`src/rtl/ttip_pkg.sv`:
```
// text to integer parser package: character codes, parse phases, digit decode
// no dependencies
package ttip_pkg;

    localparam int VALUE_BITS  = 64;
    localparam int OFFSET_BITS = 16;
    localparam int BASE_BITS   = 6;
    localparam int CHAR_BITS   = 8;
    localparam int DIGIT_BITS  = 7;
    localparam int APB_DATA_W  = 32;
    localparam int APB_ADDR_W  = 2;

    localparam logic [APB_ADDR_W-1:0] ADDR_NUMBER_BASE = 2'd0;

    localparam logic [CHAR_BITS-1:0] CH_NUL   = 8'h00;
    localparam logic [CHAR_BITS-1:0] CH_SPACE = 8'h20;
    localparam logic [CHAR_BITS-1:0] CH_TAB   = 8'h09;
    localparam logic [CHAR_BITS-1:0] CH_LF    = 8'h0A;
    localparam logic [CHAR_BITS-1:0] CH_MINUS = 8'h2D;
    localparam logic [CHAR_BITS-1:0] CH_PLUS  = 8'h2B;
    localparam logic [CHAR_BITS-1:0] CH_ZERO  = 8'h30;
    localparam logic [CHAR_BITS-1:0] CH_NINE  = 8'h39;
    localparam logic [CHAR_BITS-1:0] CH_LC_A  = 8'h61;
    localparam logic [CHAR_BITS-1:0] CH_LC_X  = 8'h78;
    localparam logic [CHAR_BITS-1:0] CH_LC_Z  = 8'h7A;
    localparam logic [CHAR_BITS-1:0] CH_UC_A  = 8'h41;
    localparam logic [CHAR_BITS-1:0] CH_UC_X  = 8'h58;
    localparam logic [CHAR_BITS-1:0] CH_UC_Z  = 8'h5A;

    localparam logic [BASE_BITS-1:0] BASE_RESET = 6'd10;
    localparam logic [BASE_BITS-1:0] BASE_AUTO  = 6'd0;
    localparam logic [BASE_BITS-1:0] BASE_DEC   = 6'd10;
    localparam logic [BASE_BITS-1:0] BASE_OCT   = 6'd8;
    localparam logic [BASE_BITS-1:0] BASE_HEX   = 6'd16;

    localparam logic [DIGIT_BITS-1:0] DIGIT_NONE = 7'd64;
    localparam logic [DIGIT_BITS-1:0] DIGIT_TEN  = 7'd10;

    typedef enum logic [5:0] {
        PH_SPACE     = 6'b000001,
        PH_PREFIX    = 6'b000010,
        PH_AUTO_ZERO = 6'b000100,
        PH_HEX_ZERO  = 6'b001000,
        PH_DIGITS    = 6'b010000,
        PH_DONE      = 6'b100000
    } t_phase;

    // digit value 0..35, or DIGIT_NONE for a non-alphanumeric code
    function automatic logic [DIGIT_BITS-1:0] digit_of(input logic [CHAR_BITS-1:0] c);
        logic [DIGIT_BITS-1:0] d;
        d = DIGIT_NONE;
        if (c >= CH_ZERO && c <= CH_NINE) begin
            d = DIGIT_BITS'(c - CH_ZERO);
        end else if (c >= CH_LC_A && c <= CH_LC_Z) begin
            d = DIGIT_BITS'(c - CH_LC_A) + DIGIT_TEN;
        end else if (c >= CH_UC_A && c <= CH_UC_Z) begin
            d = DIGIT_BITS'(c - CH_UC_A) + DIGIT_TEN;
        end
        return d;
    endfunction

endpackage

```
`src/rtl/text_to_integer_parser_unit.sv`:
```
// text to integer parser top level: parse state, digit multiply-add, result register
// depends on ttip_pkg
//
// result: registered, it appears in the cycle after its stopping character is transferred
// throughput: one character per cycle while o_in_stall is low, set by the accumulator multiply-add feedback
// reset: number_base is 10, the parse waits for leading whitespace, no result is pending
module text_to_integer_parser_unit (
    input  logic                            i_clk,
    input  logic                            i_rst_n,
    input  logic                            i_in_valid,
    output logic                            o_in_stall,
    input  logic [ttip_pkg::CHAR_BITS-1:0]  i_char_code,
    input  logic                            i_start_req,
    output logic                            o_out_valid,
    input  logic                            i_out_stall,
    output logic signed [63:0]              o_parsed_value,
    output logic [ttip_pkg::OFFSET_BITS-1:0] o_end_offset,
    output logic [ttip_pkg::BASE_BITS-1:0]  o_base_used,
    input  logic                            psel,
    input  logic                            penable,
    input  logic                            pwrite,
    input  logic [ttip_pkg::APB_ADDR_W-1:0] paddr,
    input  logic [ttip_pkg::APB_DATA_W-1:0] pwdata,
    output logic [ttip_pkg::APB_DATA_W-1:0] prdata,
    output logic                            pready
);
    import ttip_pkg::*;

    t_phase                  r_phase, n_phase;
    logic [VALUE_BITS-1:0]   r_acc, n_acc;
    logic                    r_neg, n_neg;
    logic [BASE_BITS-1:0]    r_eff_base, n_eff_base;
    logic [OFFSET_BITS-1:0]  r_count, n_count;
    logic [BASE_BITS-1:0]    r_number_base;
    logic                    r_out_valid;
    logic signed [63:0]      r_out_value;
    logic [OFFSET_BITS-1:0]  r_out_offset;
    logic [BASE_BITS-1:0]    r_out_base;

    t_phase                  w_phase;
    logic [VALUE_BITS-1:0]   w_acc;
    logic                    w_neg;
    logic [OFFSET_BITS-1:0]  w_count;
    logic [OFFSET_BITS-1:0]  w_count_inc;
    logic [BASE_BITS-1:0]    w_cur_base;
    logic [BASE_BITS-1:0]    w_digit_base;
    logic                    w_to_digit;
    logic                    w_emit;
    logic [DIGIT_BITS-1:0]   w_digit;
    logic                    w_digit_ok;
    logic [VALUE_BITS+BASE_BITS-1:0] w_prod;
    logic [VALUE_BITS-1:0]   w_mac;
    logic [VALUE_BITS-1:0]   w_signed_val;
    logic                    w_accept;
    logic                    w_cfg_wr;
    logic                    w_ws;
    logic                    w_sign;
    logic                    w_is_x;

    assign o_in_stall = r_out_valid && i_out_stall;
    assign w_accept   = i_in_valid && !o_in_stall;
    assign w_cfg_wr   = psel && penable && pwrite && pready;
    assign pready     = 1'b1;
    assign prdata     = (paddr == ADDR_NUMBER_BASE)
                        ? APB_DATA_W'(r_number_base) : '0;

    // state seen by this character, after an optional restart
    assign w_phase    = i_start_req ? PH_SPACE : r_phase;
    assign w_acc      = i_start_req ? '0 : r_acc;
    assign w_neg      = i_start_req ? 1'b0 : r_neg;
    assign w_count    = i_start_req ? '0 : r_count;
    assign w_cur_base = (w_phase == PH_SPACE || w_phase == PH_PREFIX)
                        ? r_number_base : r_eff_base;
    assign w_count_inc = (w_count == '1) ? w_count : w_count + 1'b1;

    assign w_ws   = (i_char_code == CH_SPACE) || (i_char_code == CH_TAB)
                 || (i_char_code == CH_LF);
    assign w_sign = (i_char_code == CH_MINUS) || (i_char_code == CH_PLUS);
    assign w_is_x = (i_char_code == CH_LC_X) || (i_char_code == CH_UC_X);

    assign w_digit    = digit_of(i_char_code);
    assign w_signed_val = w_neg ? (~w_acc + 1'b1) : w_acc;

    always_comb begin
        n_phase      = w_phase;
        n_acc        = w_acc;
        n_neg        = w_neg;
        n_count      = w_count;
        n_eff_base   = w_cur_base;
        w_digit_base = w_cur_base;
        w_to_digit   = 1'b0;
        w_emit       = 1'b0;
        unique case (w_phase)
            PH_SPACE, PH_PREFIX: begin
                if (w_phase == PH_SPACE && w_ws) begin
                    n_count = w_count_inc;
                end else if (w_phase == PH_SPACE && w_sign) begin
                    n_neg   = (i_char_code == CH_MINUS);
                    n_count = w_count_inc;
                    n_phase = PH_PREFIX;
                end else if (w_cur_base == BASE_AUTO) begin
                    if (i_char_code == CH_ZERO) begin
                        n_count = w_count_inc;
                        n_phase = PH_AUTO_ZERO;
                    end else begin
                        w_digit_base = BASE_DEC;
                        w_to_digit   = 1'b1;
                    end
                end else if (w_cur_base == BASE_HEX && i_char_code == CH_ZERO) begin
                    n_acc   = '0;
                    n_count = w_count_inc;
                    n_phase = PH_HEX_ZERO;
                end else begin
                    w_to_digit = 1'b1;
                end
            end
            PH_AUTO_ZERO, PH_HEX_ZERO: begin
                if (w_is_x) begin
                    n_eff_base = BASE_HEX;
                    n_count    = w_count_inc;
                    n_phase    = PH_DIGITS;
                end else begin
                    w_digit_base = (w_phase == PH_AUTO_ZERO) ? BASE_OCT : w_cur_base;
                    w_to_digit   = 1'b1;
                end
            end
            PH_DIGITS: begin
                w_to_digit = 1'b1;
            end
            PH_DONE: begin
            end
            default: begin
            end
        endcase
        w_digit_ok = (i_char_code != CH_NUL)
                  && (w_digit < DIGIT_BITS'(w_digit_base));
        w_prod     = w_acc * w_digit_base;
        w_mac      = w_prod[VALUE_BITS-1:0] + VALUE_BITS'(w_digit);
        if (w_to_digit) begin
            n_eff_base = w_digit_base;
            if (w_digit_ok) begin
                n_acc   = w_mac;
                n_count = w_count_inc;
                n_phase = PH_DIGITS;
            end else begin
                w_emit  = 1'b1;
                n_phase = PH_DONE;
            end
        end
    end

    always_ff @(posedge i_clk) begin
        if (!i_rst_n) begin
            r_phase       <= PH_SPACE;
            r_acc         <= '0;
            r_neg         <= 1'b0;
            r_eff_base    <= BASE_RESET;
            r_count       <= '0;
            r_number_base <= BASE_RESET;
            r_out_valid   <= 1'b0;
        end else begin
            if (w_cfg_wr && paddr == ADDR_NUMBER_BASE) begin
                r_number_base <= pwdata[BASE_BITS-1:0];
            end
            if (w_accept) begin
                r_phase    <= n_phase;
                r_acc      <= n_acc;
                r_neg      <= n_neg;
                r_eff_base <= n_eff_base;
                r_count    <= n_count;
            end
            if (w_accept && w_emit) begin
                r_out_valid <= 1'b1;
            end else if (!i_out_stall) begin
                r_out_valid <= 1'b0;
            end
        end
    end

    // result payload
    always_ff @(posedge i_clk) begin
        if (w_accept && w_emit) begin
            r_out_value  <= 64'($signed(w_signed_val));
            r_out_offset <= w_count;
            r_out_base   <= w_digit_base;
        end
    end

    assign o_out_valid    = r_out_valid;
    assign o_parsed_value = r_out_value;
    assign o_end_offset   = r_out_offset;
    assign o_base_used    = r_out_base;

endmodule
```
`config.mk`:
```
export PLATFORM = sky130hd
export DESIGN_NAME = text_to_integer_parser_unit
export DESIGN_NICKNAME = d
export VERILOG_FILES = /design/src/rtl/ttip_pkg.sv /design/src/rtl/text_to_integer_parser_unit.sv
export SDC_FILE = /design/constraint.sdc
export NUM_CORES = 1
export LEC_CHECK = 0
export ABC_CLOCK_PERIOD_IN_PS = 14500
export BUFFER_PORTS_ARGS = -buffer_cell sky130_fd_sc_hd__buf_2
export CORE_UTILIZATION = 29
export CTS_CLUSTER_DIAMETER = 50
export DETAILED_ROUTE_END_ITERATION = 12
export PLACE_DENSITY = 0.44
export SLEW_MARGIN = 20
export SYNTH_ARGS = -nofsm -noshare
export SYNTH_HDL_FRONTEND = slang
export SYNTH_SLANG_ARGS = --single-unit
```
`constraint.sdc`:
```
create_clock -name i_clk -period 14.5 [get_ports i_clk]
set_input_delay 2.9 -clock i_clk [delete_from_list [all_inputs] [get_ports i_clk]]
set_output_delay 2.9 -clock i_clk [all_outputs]
set_load 0.01 [all_outputs]
```
# After elaboration in Yosys (flattened, before gate mapping)
# Index checks and enable logic that the tools add are counted.
# word_totals
elab_cells	127
out_inout_bits	121
reg_bits	186
# op_classes
n_eq_ne	16
n_reduce_logical	24
mul	1
muxes	60
order_cmp	7
bitwise	1
add_sub_neg	8
# ops
cell	count
$mux W64	9
$mux W16	10
$mux W6	20
$add A64 B1 Y64 const B	1
$add A64 B7 Y64	1
$mul A64 B6 Y64	1
$not A64 Y64	1
$eq A8 B6 Y1 const B	4
$pmux W16 S2	1
$pmux W6 S2	2
$mux W7	3
$add A16 B1 Y16 const B	1
$eq A16 B16 Y1 const B	1
$eq A8 B4 Y1 const B	2
$eq A8 B7 Y1 const B	2
$ge A8 B7 Y1 const B	2
$le A8 B7 Y1 const B	2
$add A7 B4 Y7 const B	2
$mux W1	14
$sub A7 B7 Y7 const B	2
$logic_and A1 B1 Y1	13
$eq A6 B5 Y1 const B	2
$ge A8 B6 Y1 const B	1
$le A8 B6 Y1 const B	1
14 further kinds	19

# Longest topological paths before layout
# logic_depth
ltp_word	15
ltp_mapped	29

# Worst setup path after synthesis
# OpenSTA, ideal clock, no wires.
# synth_timing
path_kind	in2reg
from	in i_char_code[4] (netlist name)
to	reg r_acc[63]
setup_slack_ns	5.292
required_ns	14.431
setup_time_ns	0.069
path_stages	27
arrival_time_ns	9.139
path_cell_list	ha_1 -> o21ai_0 -> o211ai_1 -> and2_1 -> a22o_1 -> nor2_1 -> clkbuf_1 -> nor2_1 -> fa_1 -> inv_1 -> fa_1 -> inv_1 -> fa_1 -> inv_1 -> fa_1 -> inv_1 -> ha_1 -> o21ai_0 -> nor3_1 -> o21ai_0 -> o2111a_1 -> nor3_1 -> nor3_1 -> or3_1 -> a311oi_1 -> xnor3_1 -> o21ai_1
# synth_via
elab_chain_cells	10
elab_cells_between_ends	57
# synth_rtl
element	line_no	source
start: declaration	text_to_integer_parser_unit.sv:12	input logic [ttip_pkg::CHAR_BITS-1:0] i_char_code,
$eq A8 B6 Y1, or another cell as far along	text_to_integer_parser_unit.sv:102, text_to_integer_parser_unit.sv:109	
$mux W6, or another cell as far along	text_to_integer_parser_unit.sv:102	if (i_char_code == CH_ZERO) begin
$mux W6, or another cell as far along	text_to_integer_parser_unit.sv:101	end else if (w_cur_base == BASE_AUTO) begin
$mux W6 or $logic_and A1 B1 Y1 (tied branches)	text_to_integer_parser_unit.sv:97, text_to_integer_parser_unit.sv:95	
$mux W6	text_to_integer_parser_unit.sv:95	if (w_phase == PH_SPACE && w_ws) begin
$pmux W6 S2	text_to_integer_parser_unit.sv:93	unique case (w_phase)
$mul A64 B6 Y64 or $lt A7 B6 Y1 (tied branches)	text_to_integer_parser_unit.sv:137, text_to_integer_parser_unit.sv:136	
$add A64 B7 Y64 or $logic_and A1 B1 Y1 (tied branches)	text_to_integer_parser_unit.sv:138, text_to_integer_parser_unit.sv:136	
$mux W64	text_to_integer_parser_unit.sv:141	if (w_digit_ok) begin
$mux W64 *	text_to_integer_parser_unit.sv:139	if (w_to_digit) begin
end signal: assignment	text_to_integer_parser_unit.sv:167	r_acc <= n_acc;
end: declaration	text_to_integer_parser_unit.sv:30	logic [VALUE_BITS-1:0] r_acc, n_acc;
# Every way passes the cells marked *; elsewhere a longest branch is shown, timed or not.
# A chain may end at the register's enable or synchronous reset.

# Worst setup path after layout
# layout_timing
from	in i_char_code[5] (netlist name)
to	reg r_acc[63]
# Same word-level chain as after synthesis.

==> flow_metrics.tcl <==
set metrics [dict create \
    outcome "finished clean" \
    switchingPower_mw 0.432 \
    area.sequential_sq_um 4590 \
    fin_skew_ns 0.0216 \
    min_path_type "register to register" \
    ys_types 91 \
    met3_length_microns 3520 \
    drt_wl_total_microns 68600 \
    ys_seq_area_frac 0.215 \
    tns_ns 0 \
    path_depth 28 \
    wl_per_cell_microns 19.8 \
    critical_path.startpoint_type "input pin" \
    hp-start "r_acc[63]" \
    synth_top_area_cell "fa_1" \
    r2r_start "r_phase[2]" \
    p_int_mw 0.902 \
    dpl_cell_area_sq_um 22600 \
    cp_num_buf_inv 7 \
    dr.pass1.iters 8 \
    clkSinkCount 186 \
    power_mw 1.33 \
    cap_violations 0 \
    cts_tree "built" \
    finalHoldViolCount 0 \
    htree_num_levels 4 \
    pin_count 171 \
    finalCritPeriodShare 0.766 \
    fillers 7714 \
    routed.top_layer "met4" \
    syn_avg_cell_area_sq_um 8.59 \
    critPathSlowestCell "and2_2" \
    r2r-end "r_acc[63]" \
    hpwl_microns 51900 \
    timing.fmax_mhz 90.0 \
    path_max_fanout 30 \
    initialDrtViolationCount 1371 \
    ys.flop_type "dfxtp_1" \
    crit_path_max_incr_delay_ns 0.75 \
    port_buffers 117 \
    drc 0 \
    post_cts_buffers 0 \
    crit_required_ns 14.92 \
    power_frac_comb 0.173 \
    core_region_area_sq_um 72800 \
    drv_slew 0 \
    final_util 0.319 \
    hold_depth 2 \
    grt_pass1_wl_microns 107000 \
    cts_buffers 17 \
    crit_top_cell "inv_1" \
    vias_per_cell 5.24 \
    antennaDiodeCount 0 \
    met1Wirelength_microns 32400 \
    p_seq_frac 0.450 \
    via_count 18200 \
    setup_viol 0 \
    synthCells 2483 \
    grt_max_degree 70 \
    fin_area_sq_um 23200 \
    syn_area_sq_um 21300 \
    leakage_nw 10.6 \
    wl_met2_microns 31100 \
    rows 99 \
    yosysWarnings 0 \
    ff2ff_setup_slack_ns 5.99 \
    vdd_drop_max_v 0.0000957 \
    fin_crit_ns 11.11 \
    grt_usage 0.186 \
    synth-seq-cells 186 \
    p_sw_frac 0.324 \
    clock_power_share 0.377 \
    clk_pin_slew_ns 0.08 \
    cp-end-kind "register" \
    synth_top_area_frac 0.226 \
    nNetsFinal 2933 \
    rr_worst_depth 25 \
    grt-ovfl-total 0 \
    min_to "r_acc[63]" \
    power_density_nw_per_um2 57.5 \
    grt_pass1_vias 18300 \
    worstPathArrival_ns 11.53 \
    hold_buffers 0 \
    cpLargestDelayFamily "adder cells" \
    die_area_sq_um 74600 \
    async_flop_share 0 \
    rsz0062_at_grt "no" \
    cts_buffer_depth 2 \
    multi_input_area_sq_um 15800 \
    drive_gt1_frac 0.0824 \
    antenna_found_initial 1 \
    synthTopCellsByArea "fa_1 23%, edfxtp_1 12%, dfxtp_1 9.4%" \
    crit_type "input pin to register" \
    cts_resized 0 \
    synth_edf_count 86 \
    syn_to_final_growth_pct 8.88 \
    gp_congestion 0.900 \
    cts-root-buf "clkbuf_16" \
    die_h_microns 273 \
    die_w_microns 273 \
    insertion_delay_ns 0.50 \
    ant_nets 0 \
    worst_slew_pin_slew_ns 1.09 \
    slew_headroom 0.269 \
    initial_core_util 0.293 \
]
==> how the worst max path moves through the flow <==
| stage | to | startpoint |
|---|---|---|
| global route | r_acc[63] | i_char_code[5] |
| detailed placement | r_acc[63] | i_char_code[5] |
| finish | r_acc[63] | i_char_code[5] |
| global placement | r_acc[63] | i_char_code[5] |
| CTS | r_acc[63] | i_char_code[5] |
| floorplan | r_acc[63] | i_char_code[4] |
==> layer usage <==
metal | GRT usage | up-vias
met5 | 0 | -
met4 | 0.0531 | 0
met3 | 0.0280 | 85
met2 | 0.298 | 526
met1 | 0.257 | 9058
li1 | - | 8529
==> stage by stage <==
stage,worst slack [ns],hold slack [ns],std cells
floorplan,5.29,0.442,2508
global placement,2.81,0.473,3438
detailed placement,2.81,0.472,3438
CTS,3.32,0.484,3470
global route,2.98,0.527,3471
finish,3.39,0.487,3471
==> flip-flops by register name, indices dropped and copies added (netlist names) <==
name / flops
o_base_used: 6
o_end_offset: 16
o_out_valid: 1
o_parsed_value: 64
r_acc: 64
r_count: 16
r_eff_base: 6
r_neg: 1
r_number_base: 6
r_phase: 6
==> worst reg2reg max path, stage by stage, from the launching register on <==
cell	delay [ns]
dfxtp_1	0.38
nor4_2	0.41
a21oi_1	0.38
nand3_1	0.21
and2_2	0.75
buf_4	0.52
nor2_1	0.18
fa_1	0.54
inv_1	0.05
fa_1	0.47
inv_1	0.05
fa_1	0.53
inv_1	0.06
fa_1	0.54
inv_1	0.05
ha_1	0.33
o21ai_0	0.14
nor3_1	0.26
o21ai_0	0.28
o2111a_1	0.42
nor3_1	0.42
nor3_1	0.22
or3_1	0.48
a311oi_1	0.38
xnor3_1	0.29
o21ai_1	0.11
==> cells by family after synthesis <==
family | after synthesis | synth area share
simple gates | 994 | 0.206
compound gates | 530 | 0.160
mux | 20 | 0.00951
buf+inv | 255 | 0.0518
other cells | 2 | 0.000352
fa+ha+maj | 384 | 0.310
flops | 186 | 0.215
xor+xnor | 112 | 0.0473
==> cells in the mapped netlist, types with 8 or more instances <==
master / n
or3_1: 15
nand2b_1: 9
buf_1: 17
nand4_1: 26
o21a_1: 18
xnor2_1: 43
nand2_1: 227
a22oi_1: 35
nor2b_1: 27
inv_1: 87
nand3_1: 54
o21ai_0: 117
o21ai_1: 15
a31oi_1: 20
clkbuf_1: 107
o31ai_1: 20
a21o_1: 48
mux2i_1: 18
and3_1: 8
edfxtp_1: 86
a21boi_0: 8
buf_4: 29
ha_1: 143
nor3_1: 41
a21oi_1: 130
fa_1: 241
nor2_1: 501
and2_1: 24
xor2_1: 67
nor4_1: 14
o21bai_1: 14
o211ai_1: 14
a211oi_1: 16
dfxtp_1: 100
==> power by group through the flow <==
stage	Combinational, mW	Clock (mW)	Sequential (mW)
floorplan	0.136	0	0.620
global placement	0.227	0	0.612
detailed placement	0.230	0	0.612
CTS	0.231	0.520	0.601
global route	0.251	0.536	0.604
finish	0.230	0.503	0.601
==> area by class of cell <==
class                           instances  area share
Clock buffer                           18      0.0185
Clock inverter                         14     0.00690
Inverter                               91      0.0148
Multi-Input combinational cell       2067       0.679
Sequential cell                       186       0.198
Tap cell                              959      0.0517
Timing Repair Buffer                  136      0.0318
==> placed cells by master (no fill, tap or decap), types with 14 or more instances in the layout <==
master	instances
mux2i_1	18
o31ai_1	20
fa_1	241
xnor2_1	43
or3_1	15
nand3_1	54
inv_1	84
o21ai_1	15
dfxtp_1	99
ha_1	143
nor2_1	499
a22oi_1	35
o21ai_0	117
buf_2	116
nand2_1	227
o21a_1	18
a211oi_1	16
conb_1	27
a21oi_1	130
a31oi_1	20
o211ai_1	14
nor3_1	41
nand4_1	26
o21bai_1	14
xor2_1	67
nor2b_1	27
a21o_1	48
and2_1	21
clkbuf_16	17
buf_4	19
edfxtp_1	86
Note: power is estimated with default switching activity, not from simulation.
